### config.mk
export PLATFORM = sky130hd
export DESIGN_NAME = dashboard_segment_frame_encoder_top
export DESIGN_NICKNAME = d
export VERILOG_FILES = /design/src/sv/dsfe_pkg.sv /design/src/sv/dashboard_segment_frame_encoder_top.sv /design/src/sv/dsfe_front.sv /design/src/sv/dsfe_queue.sv /design/src/sv/dsfe_back.sv
export SDC_FILE = /design/constraint.sdc
export NUM_CORES = 1
export LEC_CHECK = 0
export ABC_AREA = 1
export BUFFER_PORTS_ARGS = -buffer_cell sky130_fd_sc_hd__clkbuf_2
export CAP_MARGIN = 10
export CORE_MARGIN = 4
export CORE_UTILIZATION = 59
export CTS_CLUSTER_DIAMETER = 100
export DETAILED_ROUTE_END_ITERATION = 12
export PLACE_DENSITY = 0.8
export SLEW_MARGIN = 25
export SYNTH_ARGS = -nofsm -noshare
export SYNTH_HDL_FRONTEND = slang
export SYNTH_MEMORY_MAX_BITS = 65536
export SYNTH_SLANG_ARGS = --single-unit
export TNS_END_PERCENT = 20
### constraint.sdc
create_clock -name clk_i -period 17.7 [get_ports clk_i]
set_input_delay 3.54 -clock clk_i [delete_from_list [all_inputs] [get_ports clk_i]]
set_output_delay 3.54 -clock clk_i [all_outputs]
set_load 0.02 [all_outputs]
### src/sv/dsfe_pkg.sv
package dsfe_pkg;

  localparam int FRAME_BYTES = 20;
  localparam int BYTE_IDX_W  = 5;
  localparam int QUEUE_DEPTH = 2;

  localparam int CFG_IDX_W = 2;
  localparam logic [CFG_IDX_W-1:0] CFG_BLINK_PERIOD = 2'd0;
  localparam logic [CFG_IDX_W-1:0] CFG_BLINK_ON     = 2'd1;
  localparam logic [3:0] BLINK_PERIOD_RST = 4'd10;
  localparam logic [3:0] BLINK_ON_RST     = 4'd5;

  localparam int FLAG_LEFT    = 0;
  localparam int FLAG_RIGHT   = 1;
  localparam int FLAG_HEAD    = 2;
  localparam int FLAG_CRUISE  = 3;
  localparam int FLAG_ECO     = 4;
  localparam int FLAG_REVERSE = 5;
  localparam int FLAG_BRAKE   = 6;
  localparam int FLAG_CHARGE  = 7;
  localparam int FLAG_PLAY    = 8;
  localparam int FLAG_CLOCK   = 9;
  localparam int FLAG_SETTING = 10;

  localparam logic [1:0] MEDIA_FM  = 2'd1;
  localparam logic [1:0] MEDIA_USB = 2'd2;
  localparam logic [1:0] MEDIA_BT  = 2'd3;

  localparam logic [2:0] MODE_ONE   = 3'd1;
  localparam logic [2:0] MODE_TWO   = 3'd2;
  localparam logic [2:0] MODE_THREE = 3'd3;
  localparam logic [2:0] MODE_FOUR  = 3'd4;

  localparam int STEP_W = 5;
  localparam logic [STEP_W-1:0] STEP_MILE  = 5'd0;
  localparam logic [STEP_W-1:0] STEP_TRACK = 5'd5;
  localparam logic [STEP_W-1:0] STEP_VOLT  = 5'd8;
  localparam logic [STEP_W-1:0] STEP_TEMP  = 5'd11;
  localparam logic [STEP_W-1:0] STEP_SPEED = 5'd14;
  localparam logic [STEP_W-1:0] STEP_HOUR  = 5'd16;
  localparam logic [STEP_W-1:0] STEP_MIN   = 5'd17;
  localparam logic [STEP_W-1:0] STEP_LAST  = 5'd17;

  localparam int DIG_SLOTS     = 20;
  localparam int DIG_MILE      = 0;
  localparam int DIG_TRACK     = 5;
  localparam int DIG_VOLT_TENS = 9;
  localparam int DIG_VOLT_HUND = 10;
  localparam int DIG_TEMP_ONES = 12;
  localparam int DIG_TEMP_TENS = 13;
  localparam int DIG_SPD_ONES  = 14;
  localparam int DIG_SPD_TENS  = 15;
  localparam int DIG_HOUR_ONES = 16;
  localparam int DIG_MIN_ONES  = 17;
  localparam int DIG_HOUR_TENS = 18;
  localparam int DIG_MIN_TENS  = 19;

  typedef struct packed {
    logic [10:0]                flags;
    logic [1:0]                 media;
    logic [3:0]                 bat;
    logic                       temp_neg;
    logic [2:0]                 edit;
    logic [2:0]                 mode;
    logic                       trk_big;
    logic                       on;
    logic [DIG_SLOTS-1:0][3:0]  dig;
  } dsfe_rec_t;

endpackage

### src/sv/dashboard_segment_frame_encoder_top.sv
// Dashboard segment frame encoder.
// Input channel: one status snapshot per beat, taken when push_i is high and
// full_o is low. Each snapshot yields a 20-byte segment LCD frame, one byte per
// result beat on the output channel: the oldest byte shows while empty_o is
// low and is taken when pop_i is high. frame_last_o marks byte 19.
// The front stage takes a snapshot, steps the blink counter and splits every
// number into decimal digits through one shared divide-by-ten unit, one digit
// per cycle, then hands the record to the queue. The back stage emits one byte
// per cycle while pop_i is high, so it sets the snapshot rate; the front stage
// takes no new snapshot until it hands its finished record to the queue.
// Configuration: cfg_ready_o is always high; index 0 is the blink period,
// index 1 the blink on limit; writes to other indexes are dropped.
// Reset: blink counter 0, period 10, on limit 5, queue and output empty.
// Output stall: the current byte holds, the record queue fills, then the front
// holds its finished record and full_o stays high until space frees up.
module dashboard_segment_frame_encoder_top #(
  parameter int QUEUE_DEPTH = dsfe_pkg::QUEUE_DEPTH
) (
  input  logic                           clk_i,
  input  logic                           rst_ni,
  input  logic                           push_i,
  output logic                           full_o,
  input  logic [10:0]                    indicator_flags_i,
  input  logic [1:0]                     media_source_i,
  input  logic [3:0]                     battery_level_i,
  input  logic signed [10:0]             temperature_i,
  input  logic [6:0]                     clock_hour_i,
  input  logic [6:0]                     clock_minute_i,
  input  logic [2:0]                     edit_digit_i,
  input  logic [15:0]                    battery_voltage_i,
  input  logic [16:0]                    mileage_i,
  input  logic [7:0]                     road_speed_i,
  input  logic [2:0]                     drive_mode_i,
  input  logic [15:0]                    track_number_i,
  output logic                           empty_o,
  input  logic                           pop_i,
  output logic [4:0]                     byte_index_o,
  output logic [7:0]                     segment_byte_o,
  output logic                           frame_last_o,
  output logic                           left_lamp_o,
  output logic                           right_lamp_o,
  output logic                           headlight_lamp_o,
  input  logic                           cfg_valid_i,
  output logic                           cfg_ready_o,
  input  logic [dsfe_pkg::CFG_IDX_W-1:0] cfg_index_i,
  input  logic [3:0]                     cfg_data_i
);
  import dsfe_pkg::*;

  logic [3:0] blink_period_q, blink_on_limit_q;
  dsfe_rec_t  front_rec, queue_rec;
  logic       rec_push, rec_full, rec_pop, rec_empty;

  assign cfg_ready_o = 1'b1;

  always_ff @(posedge clk_i or negedge rst_ni) begin
    if (!rst_ni) begin
      blink_period_q   <= BLINK_PERIOD_RST;
      blink_on_limit_q <= BLINK_ON_RST;
    end else if (cfg_valid_i && cfg_ready_o) begin
      unique case (cfg_index_i)
        CFG_BLINK_PERIOD: blink_period_q   <= cfg_data_i;
        CFG_BLINK_ON:     blink_on_limit_q <= cfg_data_i;
        default: begin
        end
      endcase
    end
  end

  dsfe_front u_front (
    .clk_i             (clk_i),
    .rst_ni            (rst_ni),
    .push_i            (push_i),
    .full_o            (full_o),
    .indicator_flags_i (indicator_flags_i),
    .media_source_i    (media_source_i),
    .battery_level_i   (battery_level_i),
    .temperature_i     (temperature_i),
    .clock_hour_i      (clock_hour_i),
    .clock_minute_i    (clock_minute_i),
    .edit_digit_i      (edit_digit_i),
    .battery_voltage_i (battery_voltage_i),
    .mileage_i         (mileage_i),
    .road_speed_i      (road_speed_i),
    .drive_mode_i      (drive_mode_i),
    .track_number_i    (track_number_i),
    .blink_period_i    (blink_period_q),
    .blink_on_limit_i  (blink_on_limit_q),
    .rec_o             (front_rec),
    .rec_push_o        (rec_push),
    .rec_full_i        (rec_full)
  );

  dsfe_queue #(
    .DEPTH (QUEUE_DEPTH)
  ) u_queue (
    .clk_i   (clk_i),
    .rst_ni  (rst_ni),
    .push_i  (rec_push),
    .rec_i   (front_rec),
    .full_o  (rec_full),
    .pop_i   (rec_pop),
    .rec_o   (queue_rec),
    .empty_o (rec_empty)
  );

  dsfe_back u_back (
    .clk_i            (clk_i),
    .rst_ni           (rst_ni),
    .rec_i            (queue_rec),
    .rec_empty_i      (rec_empty),
    .rec_pop_o        (rec_pop),
    .empty_o          (empty_o),
    .pop_i            (pop_i),
    .byte_index_o     (byte_index_o),
    .segment_byte_o   (segment_byte_o),
    .frame_last_o     (frame_last_o),
    .left_lamp_o      (left_lamp_o),
    .right_lamp_o     (right_lamp_o),
    .headlight_lamp_o (headlight_lamp_o)
  );

  a_last_mark: assert property (@(posedge clk_i) disable iff (!rst_ni)
    !empty_o |-> (frame_last_o == (byte_index_o == BYTE_IDX_W'(FRAME_BYTES - 1))))
    else $error("frame_last_o does not match byte position");

  a_frame_runs_on: assert property (@(posedge clk_i) disable iff (!rst_ni)
    (!empty_o && pop_i && !frame_last_o) |=>
      (!empty_o && (byte_index_o == $past(byte_index_o) + 5'd1)))
    else $error("frame bytes not delivered back to back");

  a_lamps_hold: assert property (@(posedge clk_i) disable iff (!rst_ni)
    (!empty_o && pop_i && !frame_last_o) |=>
      ($stable(left_lamp_o) && $stable(right_lamp_o) && $stable(headlight_lamp_o)))
    else $error("lamp levels changed within a frame");

endmodule

### src/sv/dsfe_front.sv
module dsfe_front (
  input  logic                clk_i,
  input  logic                rst_ni,
  input  logic                push_i,
  output logic                full_o,
  input  logic [10:0]         indicator_flags_i,
  input  logic [1:0]          media_source_i,
  input  logic [3:0]          battery_level_i,
  input  logic signed [10:0]  temperature_i,
  input  logic [6:0]          clock_hour_i,
  input  logic [6:0]          clock_minute_i,
  input  logic [2:0]          edit_digit_i,
  input  logic [15:0]         battery_voltage_i,
  input  logic [16:0]         mileage_i,
  input  logic [7:0]          road_speed_i,
  input  logic [2:0]          drive_mode_i,
  input  logic [15:0]         track_number_i,
  input  logic [3:0]          blink_period_i,
  input  logic [3:0]          blink_on_limit_i,
  output dsfe_pkg::dsfe_rec_t rec_o,
  output logic                rec_push_o,
  input  logic                rec_full_i
);
  import dsfe_pkg::*;

  localparam logic [31:0] DIV_RECIP = 32'd26214;
  localparam int          DIV_SHIFT = 18;

  typedef enum logic [2:0] {
    FS_IDLE = 3'b001,
    FS_RUN  = 3'b010,
    FS_PUSH = 3'b100
  } fstate_e;

  fstate_e state_q, state_d;
  logic [STEP_W-1:0] step_q;
  logic [3:0]  blink_count_q;
  logic [4:0]  cnt_q, cnt_nxt;
  logic        on_q;
  logic        accept;

  logic [10:0] flags_q;
  logic [1:0]  media_q;
  logic [3:0]  bat_q;
  logic [2:0]  edit_q;
  logic [2:0]  mode_q;
  logic        neg_q, big_q;
  logic [16:0] mile_q;
  logic [15:0] track_q, volt_q;
  logic [9:0]  tabs_q;
  logic [7:0]  speed_q;
  logic [6:0]  hour_q, min_q;
  logic [16:0] w_q;
  logic [DIG_SLOTS-1:0][3:0] dig_q;

  logic signed [10:0] tsat, tneg;
  logic [9:0]  tabs_c;
  logic [16:0] mile_c;
  logic [6:0]  hour_c, min_c;

  logic [16:0] x, tenq;
  logic [31:0] prod;
  logic [13:0] q0, q;
  logic [4:0]  r0;
  logic [3:0]  r;

  always_comb begin
    if (temperature_i > 11'sd999) begin
      tsat = 11'sd999;
    end else if (temperature_i < -11'sd999) begin
      tsat = -11'sd999;
    end else begin
      tsat = temperature_i;
    end
    tneg   = -tsat;
    tabs_c = tsat[10] ? tneg[9:0] : tsat[9:0];
    mile_c = (mileage_i > 17'd99999) ? 17'd99999 : mileage_i;
    hour_c = (clock_hour_i > 7'd99) ? 7'd99 : clock_hour_i;
    min_c  = (clock_minute_i > 7'd99) ? 7'd99 : clock_minute_i;
  end

  always_comb begin
    unique case (step_q)
      STEP_MILE:  x = mile_q;
      STEP_TRACK: x = 17'(track_q);
      STEP_VOLT:  x = 17'(volt_q);
      STEP_TEMP:  x = 17'(tabs_q);
      STEP_SPEED: x = 17'(speed_q);
      STEP_HOUR:  x = 17'(hour_q);
      STEP_MIN:   x = 17'(min_q);
      default:    x = w_q;
    endcase
    prod = 32'(x) * DIV_RECIP;
    q0   = 14'(prod >> DIV_SHIFT);
    tenq = 17'({q0, 3'b000}) + 17'({q0, 1'b0});
    r0   = 5'(x - tenq);
    if (r0 >= 5'd10) begin
      q = q0 + 14'd1;
      r = 4'(r0 - 5'd10);
    end else begin
      q = q0;
      r = r0[3:0];
    end
  end

  always_comb begin
    if ((blink_period_i != 4'd0) && (cnt_q >= {1'b0, blink_period_i})) begin
      cnt_nxt = cnt_q - {1'b0, blink_period_i};
    end else begin
      cnt_nxt = cnt_q;
    end
  end

  assign full_o = !((state_q == FS_IDLE) || ((state_q == FS_PUSH) && !rec_full_i));
  assign accept = push_i && !full_o;
  assign rec_push_o = (state_q == FS_PUSH) && !rec_full_i;

  always_comb begin
    state_d = state_q;
    unique case (state_q)
      FS_IDLE: begin
        if (push_i) state_d = FS_RUN;
      end
      FS_RUN: begin
        if (step_q == STEP_LAST) state_d = FS_PUSH;
      end
      FS_PUSH: begin
        if (!rec_full_i) state_d = push_i ? FS_RUN : FS_IDLE;
      end
      default: state_d = FS_IDLE;
    endcase
  end

  always_ff @(posedge clk_i or negedge rst_ni) begin
    if (!rst_ni) begin
      state_q       <= FS_IDLE;
      step_q        <= '0;
      blink_count_q <= '0;
    end else begin
      state_q <= state_d;
      if (accept) begin
        step_q <= '0;
      end else if (state_q == FS_RUN) begin
        step_q <= step_q + 5'd1;
      end
      if ((state_q == FS_RUN) && (step_q == STEP_LAST)) begin
        blink_count_q <= cnt_nxt[3:0];
      end
    end
  end

  always_ff @(posedge clk_i) begin
    if (accept) begin
      flags_q <= indicator_flags_i;
      media_q <= media_source_i;
      bat_q   <= battery_level_i;
      edit_q  <= edit_digit_i;
      mode_q  <= drive_mode_i;
      neg_q   <= temperature_i[10];
      big_q   <= track_number_i >= 16'd1000;
      mile_q  <= mile_c;
      track_q <= track_number_i;
      volt_q  <= battery_voltage_i;
      tabs_q  <= tabs_c;
      speed_q <= road_speed_i;
      hour_q  <= hour_c;
      min_q   <= min_c;
      cnt_q   <= 5'(blink_count_q) + 5'd1;
    end else if (state_q == FS_RUN) begin
      cnt_q         <= cnt_nxt;
      w_q           <= 17'(q);
      dig_q[step_q] <= r;
      if (step_q == STEP_HOUR) dig_q[DIG_HOUR_TENS] <= q[3:0];
      if (step_q == STEP_MIN) dig_q[DIG_MIN_TENS] <= q[3:0];
      if (step_q == STEP_LAST) on_q <= cnt_nxt[3:0] <= blink_on_limit_i;
    end
  end

  always_comb begin
    rec_o.flags    = flags_q;
    rec_o.media    = media_q;
    rec_o.bat      = bat_q;
    rec_o.temp_neg = neg_q;
    rec_o.edit     = edit_q;
    rec_o.mode     = mode_q;
    rec_o.trk_big  = big_q;
    rec_o.on       = on_q;
    rec_o.dig      = dig_q;
  end

endmodule

### src/sv/dsfe_queue.sv
module dsfe_queue #(
  parameter int DEPTH = dsfe_pkg::QUEUE_DEPTH
) (
  input  logic                clk_i,
  input  logic                rst_ni,
  input  logic                push_i,
  input  dsfe_pkg::dsfe_rec_t rec_i,
  output logic                full_o,
  input  logic                pop_i,
  output dsfe_pkg::dsfe_rec_t rec_o,
  output logic                empty_o
);
  import dsfe_pkg::*;

  localparam int PTR_W = (DEPTH > 1) ? $clog2(DEPTH) : 1;
  localparam int CNT_W = $clog2(DEPTH + 1);

  dsfe_rec_t mem_q [DEPTH];
  logic [PTR_W-1:0] wr_ptr_q, rd_ptr_q;
  logic [CNT_W-1:0] cnt_q;
  logic do_push, do_pop;

  assign full_o  = cnt_q == CNT_W'(DEPTH);
  assign empty_o = cnt_q == '0;
  assign do_push = push_i && !full_o;
  assign do_pop  = pop_i && !empty_o;
  assign rec_o   = mem_q[rd_ptr_q];

  always_ff @(posedge clk_i) begin
    if (do_push) mem_q[wr_ptr_q] <= rec_i;
  end

  always_ff @(posedge clk_i or negedge rst_ni) begin
    if (!rst_ni) begin
      wr_ptr_q <= '0;
      rd_ptr_q <= '0;
      cnt_q    <= '0;
    end else begin
      if (do_push) begin
        wr_ptr_q <= (wr_ptr_q == PTR_W'(DEPTH - 1)) ? '0 : wr_ptr_q + PTR_W'(1);
      end
      if (do_pop) begin
        rd_ptr_q <= (rd_ptr_q == PTR_W'(DEPTH - 1)) ? '0 : rd_ptr_q + PTR_W'(1);
      end
      unique case ({do_push, do_pop})
        2'b10:   cnt_q <= cnt_q + CNT_W'(1);
        2'b01:   cnt_q <= cnt_q - CNT_W'(1);
        default: cnt_q <= cnt_q;
      endcase
    end
  end

endmodule

### src/sv/dsfe_back.sv
module dsfe_back (
  input  logic                clk_i,
  input  logic                rst_ni,
  input  dsfe_pkg::dsfe_rec_t rec_i,
  input  logic                rec_empty_i,
  output logic                rec_pop_o,
  output logic                empty_o,
  input  logic                pop_i,
  output logic [4:0]          byte_index_o,
  output logic [7:0]          segment_byte_o,
  output logic                frame_last_o,
  output logic                left_lamp_o,
  output logic                right_lamp_o,
  output logic                headlight_lamp_o
);
  import dsfe_pkg::*;

  localparam logic [BYTE_IDX_W-1:0] LAST_IDX = BYTE_IDX_W'(FRAME_BYTES - 1);

  function automatic logic [7:0] seg_time(input logic [3:0] d);
    logic [7:0] v;
    unique case (d)
      4'd0: v = 8'hCF;
      4'd1: v = 8'h06;
      4'd2: v = 8'hAD;
      4'd3: v = 8'h2F;
      4'd4: v = 8'h66;
      4'd5: v = 8'h6B;
      4'd6: v = 8'hEB;
      4'd7: v = 8'h07;
      4'd8: v = 8'hEF;
      4'd9: v = 8'h6F;
      default: v = 8'h00;
    endcase
    return v;
  endfunction

  function automatic logic [7:0] seg_num(input logic [3:0] d);
    logic [7:0] v;
    unique case (d)
      4'd0: v = 8'h3F;
      4'd1: v = 8'h06;
      4'd2: v = 8'h5B;
      4'd3: v = 8'h4F;
      4'd4: v = 8'h66;
      4'd5: v = 8'h6D;
      4'd6: v = 8'h7D;
      4'd7: v = 8'h0E;
      4'd8: v = 8'h7F;
      4'd9: v = 8'h6F;
      default: v = 8'h00;
    endcase
    return v;
  endfunction

  function automatic logic [7:0] seg_temp(input logic [3:0] d);
    logic [7:0] v;
    unique case (d)
      4'd0: v = 8'h3F;
      4'd1: v = 8'h06;
      4'd2: v = 8'h6D;
      4'd3: v = 8'h4F;
      4'd4: v = 8'h56;
      4'd5: v = 8'h5B;
      4'd6: v = 8'h7B;
      4'd7: v = 8'h07;
      4'd8: v = 8'h7F;
      4'd9: v = 8'h5F;
      default: v = 8'h00;
    endcase
    return v;
  endfunction

  function automatic logic [7:0] bat_bars(input logic [3:0] n);
    logic [7:0] v;
    unique case (n)
      4'd1: v = 8'h01;
      4'd2: v = 8'h05;
      4'd3: v = 8'h07;
      4'd4: v = 8'h0F;
      4'd5: v = 8'h8F;
      4'd6: v = 8'hAF;
      4'd7: v = 8'hEF;
      4'd8: v = 8'hFF;
      default: v = 8'h00;
    endcase
    return v;
  endfunction

  function automatic logic [7:0] lo_sh(input logic [7:0] v);
    return {4'h0, v[7:4]};
  endfunction

  function automatic logic [7:0] hi_sh(input logic [7:0] v);
    return {v[3:0], 4'h0};
  endfunction

  logic [BYTE_IDX_W-1:0] k_q;
  logic       ov_q;
  logic [4:0] idx_q;
  logic [7:0] seg_q;
  logic       last_q, left_q, right_q, head_q;
  logic       load;

  logic [7:0] seg_b, clk_seg, mode_bits, media_bits;
  logic       left, right, head, clock_en, colon, blank, bat_icon, play;

  always_comb begin
    left     = rec_i.flags[FLAG_LEFT] && rec_i.on;
    right    = rec_i.flags[FLAG_RIGHT] && rec_i.on;
    head     = rec_i.flags[FLAG_HEAD];
    play     = rec_i.flags[FLAG_PLAY];
    clock_en = rec_i.flags[FLAG_CLOCK];
    colon    = clock_en && (rec_i.flags[FLAG_SETTING] || rec_i.on);
    blank    = clock_en && rec_i.flags[FLAG_SETTING] && !rec_i.on && !rec_i.edit[2]
               && (k_q == BYTE_IDX_W'(rec_i.edit));
    bat_icon = !((rec_i.bat == 4'd0) && !rec_i.on);

    unique case (k_q)
      5'd0:    clk_seg = seg_time(rec_i.dig[DIG_HOUR_TENS]);
      5'd1:    clk_seg = seg_time(rec_i.dig[DIG_HOUR_ONES]);
      5'd2:    clk_seg = seg_time(rec_i.dig[DIG_MIN_TENS]);
      5'd3:    clk_seg = seg_time(rec_i.dig[DIG_MIN_ONES]);
      default: clk_seg = 8'h00;
    endcase
    if (!clock_en) clk_seg = 8'h00;

    unique case (rec_i.mode)
      MODE_ONE:   mode_bits = 8'h80;
      MODE_TWO:   mode_bits = 8'h20;
      MODE_THREE: mode_bits = 8'h40;
      MODE_FOUR:  mode_bits = 8'h10;
      default:    mode_bits = 8'h00;
    endcase

    unique case (rec_i.media)
      MEDIA_FM:  media_bits = 8'h04;
      MEDIA_USB: media_bits = 8'h08;
      MEDIA_BT:  media_bits = 8'h02;
      default:   media_bits = 8'h00;
    endcase

    unique case (k_q)
      5'd0: seg_b = (left ? 8'h10 : 8'h00) | clk_seg;
      5'd1: seg_b = (rec_i.flags[FLAG_CRUISE] ? 8'h10 : 8'h00) | clk_seg;
      5'd2: seg_b = clk_seg;
      5'd3: seg_b = (head ? 8'h10 : 8'h00) | clk_seg;
      5'd4: seg_b = {7'd0, rec_i.flags[FLAG_ECO]}
                    | lo_sh(seg_time(rec_i.dig[DIG_SPD_TENS])) | mode_bits;
      5'd5: seg_b = {7'd0, rec_i.flags[FLAG_REVERSE]}
                    | lo_sh(seg_time(rec_i.dig[DIG_SPD_ONES]))
                    | hi_sh(seg_time(rec_i.dig[DIG_SPD_TENS]));
      5'd6: seg_b = hi_sh(seg_time(rec_i.dig[DIG_SPD_ONES]))
                    | lo_sh(seg_temp(rec_i.dig[DIG_TEMP_TENS]))
                    | (rec_i.temp_neg ? 8'h08 : 8'h00);
      5'd7: seg_b = lo_sh(seg_temp(rec_i.dig[DIG_TEMP_ONES]))
                    | hi_sh(seg_temp(rec_i.dig[DIG_TEMP_TENS])) | 8'h08;
      5'd8: seg_b = hi_sh(seg_temp(rec_i.dig[DIG_TEMP_ONES]))
                    | (seg_num(rec_i.dig[DIG_MILE]) & 8'h0F);
      5'd9: seg_b = (seg_num(rec_i.dig[DIG_MILE]) & 8'hF0)
                    | (seg_num(rec_i.dig[DIG_MILE + 1]) & 8'h0F) | 8'h80;
      5'd10: seg_b = (right ? 8'h80 : 8'h00)
                     | (seg_num(rec_i.dig[DIG_MILE + 1]) & 8'hF0)
                     | (seg_num(rec_i.dig[DIG_MILE + 2]) & 8'h0F);
      5'd11: seg_b = (seg_num(rec_i.dig[DIG_MILE + 2]) & 8'hF0)
                     | (seg_num(rec_i.dig[DIG_MILE + 3]) & 8'h0F) | 8'h80;
      5'd12: seg_b = (rec_i.flags[FLAG_BRAKE] ? 8'h80 : 8'h00)
                     | (seg_num(rec_i.dig[DIG_MILE + 3]) & 8'hF0)
                     | (seg_num(rec_i.dig[DIG_MILE + 4]) & 8'h0F);
      5'd13: seg_b = (bat_icon ? 8'h80 : 8'h00)
                     | (seg_num(rec_i.dig[DIG_MILE + 4]) & 8'hF0)
                     | (seg_num(rec_i.dig[DIG_TRACK]) & 8'h0F);
      5'd14: seg_b = (seg_num(rec_i.dig[DIG_TRACK]) & 8'hF0)
                     | (seg_num(rec_i.dig[DIG_TRACK + 1]) & 8'h0F)
                     | ((rec_i.media == MEDIA_FM) ? 8'h80 : 8'h00);
      5'd15: seg_b = (play ? 8'h80 : 8'h00)
                     | (seg_num(rec_i.dig[DIG_TRACK + 1]) & 8'hF0)
                     | (seg_num(rec_i.dig[DIG_TRACK + 2]) & 8'h0F);
      5'd16: seg_b = media_bits | (play ? 8'h00 : 8'h80)
                     | (seg_num(rec_i.dig[DIG_TRACK + 2]) & 8'hF0)
                     | (rec_i.trk_big ? 8'h01 : 8'h00);
      5'd17: seg_b = lo_sh(seg_num(rec_i.dig[DIG_VOLT_TENS]))
                     | hi_sh(seg_num(rec_i.dig[DIG_VOLT_TENS])) | 8'h08;
      5'd18: seg_b = (rec_i.flags[FLAG_CHARGE] ? 8'h08 : 8'h00)
                     | lo_sh(seg_num(rec_i.dig[DIG_VOLT_HUND]))
                     | hi_sh(seg_num(rec_i.dig[DIG_VOLT_HUND]));
      5'd19: seg_b = bat_bars(rec_i.bat);
      default: seg_b = 8'h00;
    endcase
    if (blank) seg_b = seg_b & 8'h10;
    if ((k_q == 5'd2) && colon) seg_b = seg_b | 8'h10;
  end

  assign load      = !rec_empty_i && (!ov_q || pop_i);
  assign rec_pop_o = load && (k_q == LAST_IDX);
  assign empty_o   = !ov_q;

  always_ff @(posedge clk_i or negedge rst_ni) begin
    if (!rst_ni) begin
      ov_q <= 1'b0;
      k_q  <= '0;
    end else begin
      if (load) begin
        ov_q <= 1'b1;
        k_q  <= (k_q == LAST_IDX) ? '0 : k_q + BYTE_IDX_W'(1);
      end else if (pop_i) begin
        ov_q <= 1'b0;
      end
    end
  end

  always_ff @(posedge clk_i) begin
    if (load) begin
      idx_q   <= k_q;
      seg_q   <= seg_b;
      last_q  <= k_q == LAST_IDX;
      left_q  <= left;
      right_q <= right;
      head_q  <= head;
    end
  end

  assign byte_index_o     = idx_q;
  assign segment_byte_o   = seg_q;
  assign frame_last_o     = last_q;
  assign left_lamp_o      = left_q;
  assign right_lamp_o     = right_q;
  assign headlight_lamp_o = head_q;

endmodule

# [Word level (Yosys, flattened, before mapping)]
# Memory sizes are Yosys's and may differ from the RTL's.
# Cells that the tools add are included.
[word_totals] ramBits=212 regBits=253 out_inout_bits=20 rom_bits=3712 input_bits=116 wordCells=305 n_memories=34
[op_classes] bitwise=30 n_eq_ne=43 addsub=13 n_reduce_logical=43 order_cmp=11 multipliers=1 muxes=75
[memory_table] name="u_queue.mem_q" words=2 width=106 rd=1 rd_ports_with_merged_regs=0 wr=1 line_no="dsfe_queue.sv:18" source="dsfe_rec_t mem_q [DEPTH];"
[memory_table] name="(name not given)" words=16 width=8 rd=1 rd_ports_with_merged_regs=0 wr=0 line_no="dsfe_back.sv:76" source="unique case (n)"
[memory_table] name="(name not given)" words=16 width=7 rd=1 rd_ports_with_merged_regs=0 wr=0 line_no="dsfe_back.sv:22" source="unique case (d)"
[memory_table] name="(name not given)" words=16 width=7 rd=1 rd_ports_with_merged_regs=0 wr=0 line_no="dsfe_back.sv:22"
[memory_table] name="(name not given)" words=16 width=7 rd=1 rd_ports_with_merged_regs=0 wr=0 line_no="dsfe_back.sv:22"
[memory_table] name="(name not given)" words=16 width=7 rd=1 rd_ports_with_merged_regs=0 wr=0 line_no="dsfe_back.sv:22"
[memory_table] name="28 more memories"
[op_table] cell="$mux W8" n=20
[op_table] cell="$pmux W8 S20" n=1
[op_table] cell="$pmux W17 S7" n=1
[op_table] cell="$or A8 B8 Y8" n=14
[op_table] cell="$bwmux W80" n=1
[op_table] cell="$mux W4" n=20
[op_table] cell="$or A8 B4 Y8" n=8
[op_table] cell="$pmux W8 S4" n=2
[op_table] cell="$eq A5 B4 Y1 const B" n=11
[op_table] cell="$mux W5" n=9
[op_table] cell="$mul A17 B14 Y31 const B" n=1
[op_table] cell="$eq A5 B5 Y1 const B" n=6
[op_table] cell="$eq A5 B3 Y1 const B" n=5
[op_table] cell="$or A4 B8 Y8" n=3
[op_table] cell="$mux W11" n=2
[op_table] cell="$demux W4 S5" n=1
[op_table] cell="$logic_and A1 B1 Y1" n=18
[op_table] cell="$gt A17 B17 Y1 const B" n=1
[op_table] cell="$ge A16 B10 Y1 const B" n=1
[op_table] cell="$add A14 B1 Y14 const B" n=1
[op_table] cell="$gt A7 B7 Y1 const B" n=2
[op_table] cell="$mux W14" n=1
[op_table] cell="$mux W7" n=2
[op_table] cell="$or A7 B4 Y7" n=2
[op_table] cell="other kinds (45)" n=83

# [Depth between registers and ports, before layout]
[logic_depth] ltp_word=9 ltp_mapped=44 depth_no_buf=43

# [Modules after synthesis]
# Synthesis repeated with hierarchy kept, for this count alone.
[hier_totals] cells_unflattened=3120 hier_area_um2=28623.7
[by_module_without_submodules] module="dsfe_front" area_each_um2=14965.6 n_inst=1 cells_per_inst=1581 seq_area_each_um2=6487.5
[by_module_without_submodules] module="dsfe_queue" area_each_um2=7943.9 n_inst=1 cells_per_inst=586 seq_area_each_um2=6466.2
[by_module_without_submodules] module="dsfe_back" area_each_um2=5363.9 n_inst=1 cells_per_inst=914 seq_area_each_um2=660.6
[by_module_without_submodules] module="dashboard_segment_frame_encoder_top" area_each_um2=350.3 n_inst=1 cells_per_inst=39 seq_area_each_um2=205.2

# [Worst setup path before layout]
# No wires, ideal clock.
[synth_timing] kind="flip-flop to flip-flop" start="register u_front.step_q[0]" end="register u_front.dig_q, in the netlist u_front.rec_o[11] (data pin)" path_stages_with_launch=41 n_path_buf=1 arrival_time_ns=7.881 synth_period_minus_slack_ns=8.092 required_ns=17.489 setup_time_ns=0.211 path_slack_ns=9.608 path_cell_list="dfrtp_1 > inv_1 > ha_1 > buf_2 > nand3_2 > clkinv_1 > a22o_1 > a221oi_1 > nand3_1 > o21ai_0 > inv_1 > ha_1 > nand2_1 > inv_1 > nor2_1 > ha_1 > or2_2 > fa_1 > [5 not listed] > ha_1 > a21oi_1 > nand2_1 > a21oi_1 > nand2_1 > nand2_1 > nand2_2 > fa_1 > inv_1 > ha_1 > a21oi_1 > inv_1 > nand3_2 > nand2_4 > nand2_4 > nand3_4 > nand2_1 > and2_1"
[synth_between] elab_chain_cells=8 elab_cells_between_ends=20 classes_between="add/sub (3); mul (1); order compare (3); eq/ne (6); mux (5); reduce/logical (2)"
[synth_rtl] item="start: declaration" line_no="dsfe_front.sv:36" source="logic [STEP_W-1:0] step_q;"
[synth_rtl] item="start signal: assignment" line_no="dsfe_front.sv:144" source="step_q <= step_q + 5'd1;"
[synth_rtl] item="$eq A5 B5 Y1 (tied with other cells)" line_no="dsfe_front.sv:83" source="unique case (step_q)"
[synth_rtl] item="$pmux W17 S7 (*)" line_no="dsfe_front.sv:83"
[synth_rtl] item="$mul A17 B14 Y31" line_no="dsfe_front.sv:93" source="prod = 32'(x) * DIV_RECIP;"
[synth_rtl] item="$add A5 B5 Y5" line_no="dsfe_front.sv:95" source="tenq = 17'({q0, 3'b000}) + 17'({q0, 1'b0});"
[synth_rtl] item="$sub A5 B5 Y5 (*)" line_no="dsfe_front.sv:96" source="r0 = 5'(x - tenq);"
[synth_rtl] item="$sub A4 B4 Y4 or $ge A5 B4 Y1 (tied branches)" line_no="dsfe_front.sv:99, dsfe_front.sv:97"
[synth_rtl] item="$mux W4 (*)" line_no="dsfe_front.sv:97" source="if (r0 >= 5'd10) begin"
[synth_rtl] item="via u_front.r[3]" line_no="dsfe_front.sv:65" source="logic [3:0] r;"
[synth_rtl] item="$bwmux W80 (*)" line_no="dsfe_front.sv:172" source="dig_q[step_q] <= r;"
[synth_rtl] item="end signal: indexed assignment" line_no="dsfe_front.sv:172"
[synth_rtl] item="end signal: indexed assignment" line_no="dsfe_front.sv:173" source="if (step_q == STEP_HOUR) dig_q[DIG_HOUR_TENS] <= q[3:0];"
[synth_rtl] item="end signal: indexed assignment" line_no="dsfe_front.sv:174" source="if (step_q == STEP_MIN) dig_q[DIG_MIN_TENS] <= q[3:0];"
[synth_rtl] item="end: declaration" line_no="dsfe_front.sv:54" source="logic [DIG_SLOTS-1:0][3:0] dig_q;"
# Mark *: on every way through the listed nets, which the timed path passes. The rest lies on a longest branch.
# A chain may end at the register's enable or synchronous reset.

# [Worst setup path after layout]
[layout_timing] start="register u_front.step_q[0]" end="register u_front.dig_q, in the netlist u_front.rec_o[14] (data pin)"
# The elaborated chain is that of the path after synthesis.

==> out/qor.csv <==
metric;value;unit
Worst setup EP type;flip-flop;
cts hold-fix bufs;0;
Die Y;222;um
Synth Register Bits;441;
setup TNS;0;ns
# DRC;0;
# IOs;136;
Clk pin slew, worst setup/hold paths;0.06;ns
post-CTS resize count;0;
All-Layer GR Usage;28.5;%
# port buffers;134;
WL final;71800;um
Worst Skew;0.0266;ns
Site Rows;78;
routed vias/inst;5.69;
largest net degree at the start of global routing;68;
clk sinks;441;
worst setup margin;7.88;ns
post-detailed-route count of antenna-violating nets;0;
# fillers;3500;
Synth async-reset ratio;6.80;%
die area;0.0494;sq mm
xor-xnor portion of the synthesized cell area;0.771;%
most frequent cells in the layout;543 x nand2_1, 451 x inv_1, 411 x edfxtp_1, 244 x ha_1, 216 x nor2_1;
largest family of logic cells by synthesized area;simple AND/OR/NAND/NOR gates;
Initial Util;59.7;%
Post-synth EDFFs;411;
Adder-Cell Fraction of Synth Area;16.7;%
core box area;0.0454;sq mm
Root Driver;clkbuf_16;
via count;20421;
vias in the first global route;20224;
CP most frequent cell;inv_1;
synth warn;0;
CP max FO;17;
CTS buffer count;46;
Final Hold Vio Count;0;
Skew-Pair Late Insertion Delay;0.59;ns
CP required;17.96;ns
Arr. time, crit path;10.09;ns
Syn Nets;3232;
Max Root-Sink Buffers;3;
Slew headroom;29.6;%
fin nets;3386;
RSZ-0062 raised after global routing;no;
final-report setup violation count;0;
DR pass1 iterations;6;
total gr overflow;0;
global-route wire length before repair;111000;um
worst hold path class;reg -> reg;
Final Max Slew Viols;0;
hold slack final;0.427;ns
synthesis-to-layout area growth;11.0;%
share of cells above drive strength 1;11.4;%
simple-gate portion of the synthesized area;17.6;%
DRT iter0 DRCs;1909;
delay of the slowest critical-path stage;0.65;ns
cells after synthesis;2798;
Tmin final;9.82;ns
number of diodes;0;
WS Path Type;reg -> reg;
CP startpoint kind;flip-flop;
Setup WS pre-CTS;8.09;ns
gpl congestion;0.990;
status;completed;
Worst Tran Pin Value;1.05;ns
most common cell after layout, fill and taps aside;nand2_1;
synth unique cells;67;
slowest CP cell;and2_1;
max-cap viol count;0;
mean post-synth cell area;9.69;sq um
# H-tree levels;2;
Seq/Total Area, Yosys;48.3;%
wire length per cell;20.0;um
mux contribution to synthesized area;0.185;%
synthesized area;0.0271;sq mm
die width;222;um
initial antenna violation count;0;
Synth Area in Compound Gates;9.23;%
Post-DP HPWL;55600;um
post-route core utilization;66.3;%
Setup Buffers After CTS;0;
final cycle utilization of the critical path;55.5;%
Main synth FF type;edfxtp_1;
Fmax achieved;0.102;GHz
CTS tree;built;
worst paths after layout:
path	depth (start not counted)	slack (ns)	start	to
worst min register to register	0	0.43	u_front.rec_o[14]	u_queue.mem_q[1][14]
max in group asynchronous	1	13.98	rst_ni	u_queue.rd_ptr_q
min in group asynchronous	1	3.07	rst_ni	u_queue.rd_ptr_q
worst min-delay path	0	0.43	u_front.rec_o[14]	u_queue.mem_q[1][14]
worst max-delay path	39	7.88	u_front.step_q[0]	u_front.rec_o[14]
worst max register to register	39	7.88	u_front.step_q[0]	u_front.rec_o[14]
critical path: cells and delay by family (launching register included):
family | cells | cell delay [ns]
adders and majority gates | 10 | 4.11
and+or+nand+nor | 15 | 2.59
AOI/OAI and AO/OA | 6 | 1.40
buffers and inverters | 8 | 0.93
DFF | 1 | 0.43
cell usage after synthesis (all sizes together) (2+ instances only):
master / number / area [sq um]
a21o: 2 / 15.0
a21oi: 108 / 541
a221oi: 16 / 140
a22o: 11 / 96.3
a31oi: 15 / 93.8
a41oi: 3 / 26.3
and2: 6 / 37.5
buf: 20 / 129
clkbuf: 21 / 78.8
clkinv: 2 / 7.51
dfrtp: 25 / 626
dfstp: 5 / 131
edfxtp: 411 / 12300
fa: 74 / 1480
ha: 244 / 3050
inv: 457 / 1720
mux2i: 5 / 50.1
nand2: 557 / 2160
nand3: 125 / 686
nand3b: 6 / 45.0
nand4: 45 / 288
nor2: 228 / 920
nor3: 32 / 165
nor4: 10 / 62.6
o2111ai: 2 / 17.5
o211ai: 15 / 113
o21a: 6 / 45.0
o21ai: 215 / 1090
o21bai: 7 / 52.6
o221ai: 3 / 26.3
o22ai: 14 / 87.6
o31ai: 7 / 52.6
o32ai: 2 / 17.5
o41ai: 2 / 25.0
or2: 63 / 394
xnor2: 9 / 86.3
xor2: 14 / 123
per-stage QoR:
stage               instances  area [sq um]
finish                   3588         30100
global route             3588         30100
CTS                      3587         30100
detailed placement       3503         28400
global placement         3503         28400
floorplan                2798         27100
sequential cells by signal (all words and copies together) (netlist names), 8 cells and up:
register               cells
u_queue.mem_q            196
u_front.rec_o             72
u_front.mile_q            17
u_front.track_q           16
u_front.volt_q            16
u_front.w_q               14
u_front.flags_q           11
u_front.tabs_q            10
u_back.segment_byte_o      8
u_front.speed_q            8
cell families (layout without fill, tap and decap cells):
logic type      count (synthesis)  after routing
mux                             5              5
buf+inv                       500            690
fa+ha+maj                     318            318
other cells                     1              1
compound gates                435            435
simple gates                 1075           1075
xor+xnor                       23             23
flops                         441            441
routing by layer:
| metal | wire, um | global-route usage (%) | vias to the layer above |
|---|---|---|---|
| met5 | 0 | 0 | - |
| met4 | 2410 | 9.37 | 0 |
| met3 | 4660 | 4.64 | 155 |
| met2 | 34000 | 47.5 | 761 |
| met1 | 30700 | 38.7 | 9782 |
| li1 | - | - | 9723 |
area by class of cell:
cell class / instances / area, sq um / area share [%]
sequential: 441 / 13100 / 43.5
clock inverter: 32 / 455 / 1.51
multi-input combinational: 1857 / 12100 / 40.3
tap: 600 / 751 / 2.49
timing repair buffer: 147 / 781 / 2.59
clock buffer: 52 / 1170 / 3.90
inverter: 459 / 1720 / 5.72
Power is not shown: default switching activity piles up to over one toggle a cycle in this logic, so the estimate is an artifact.
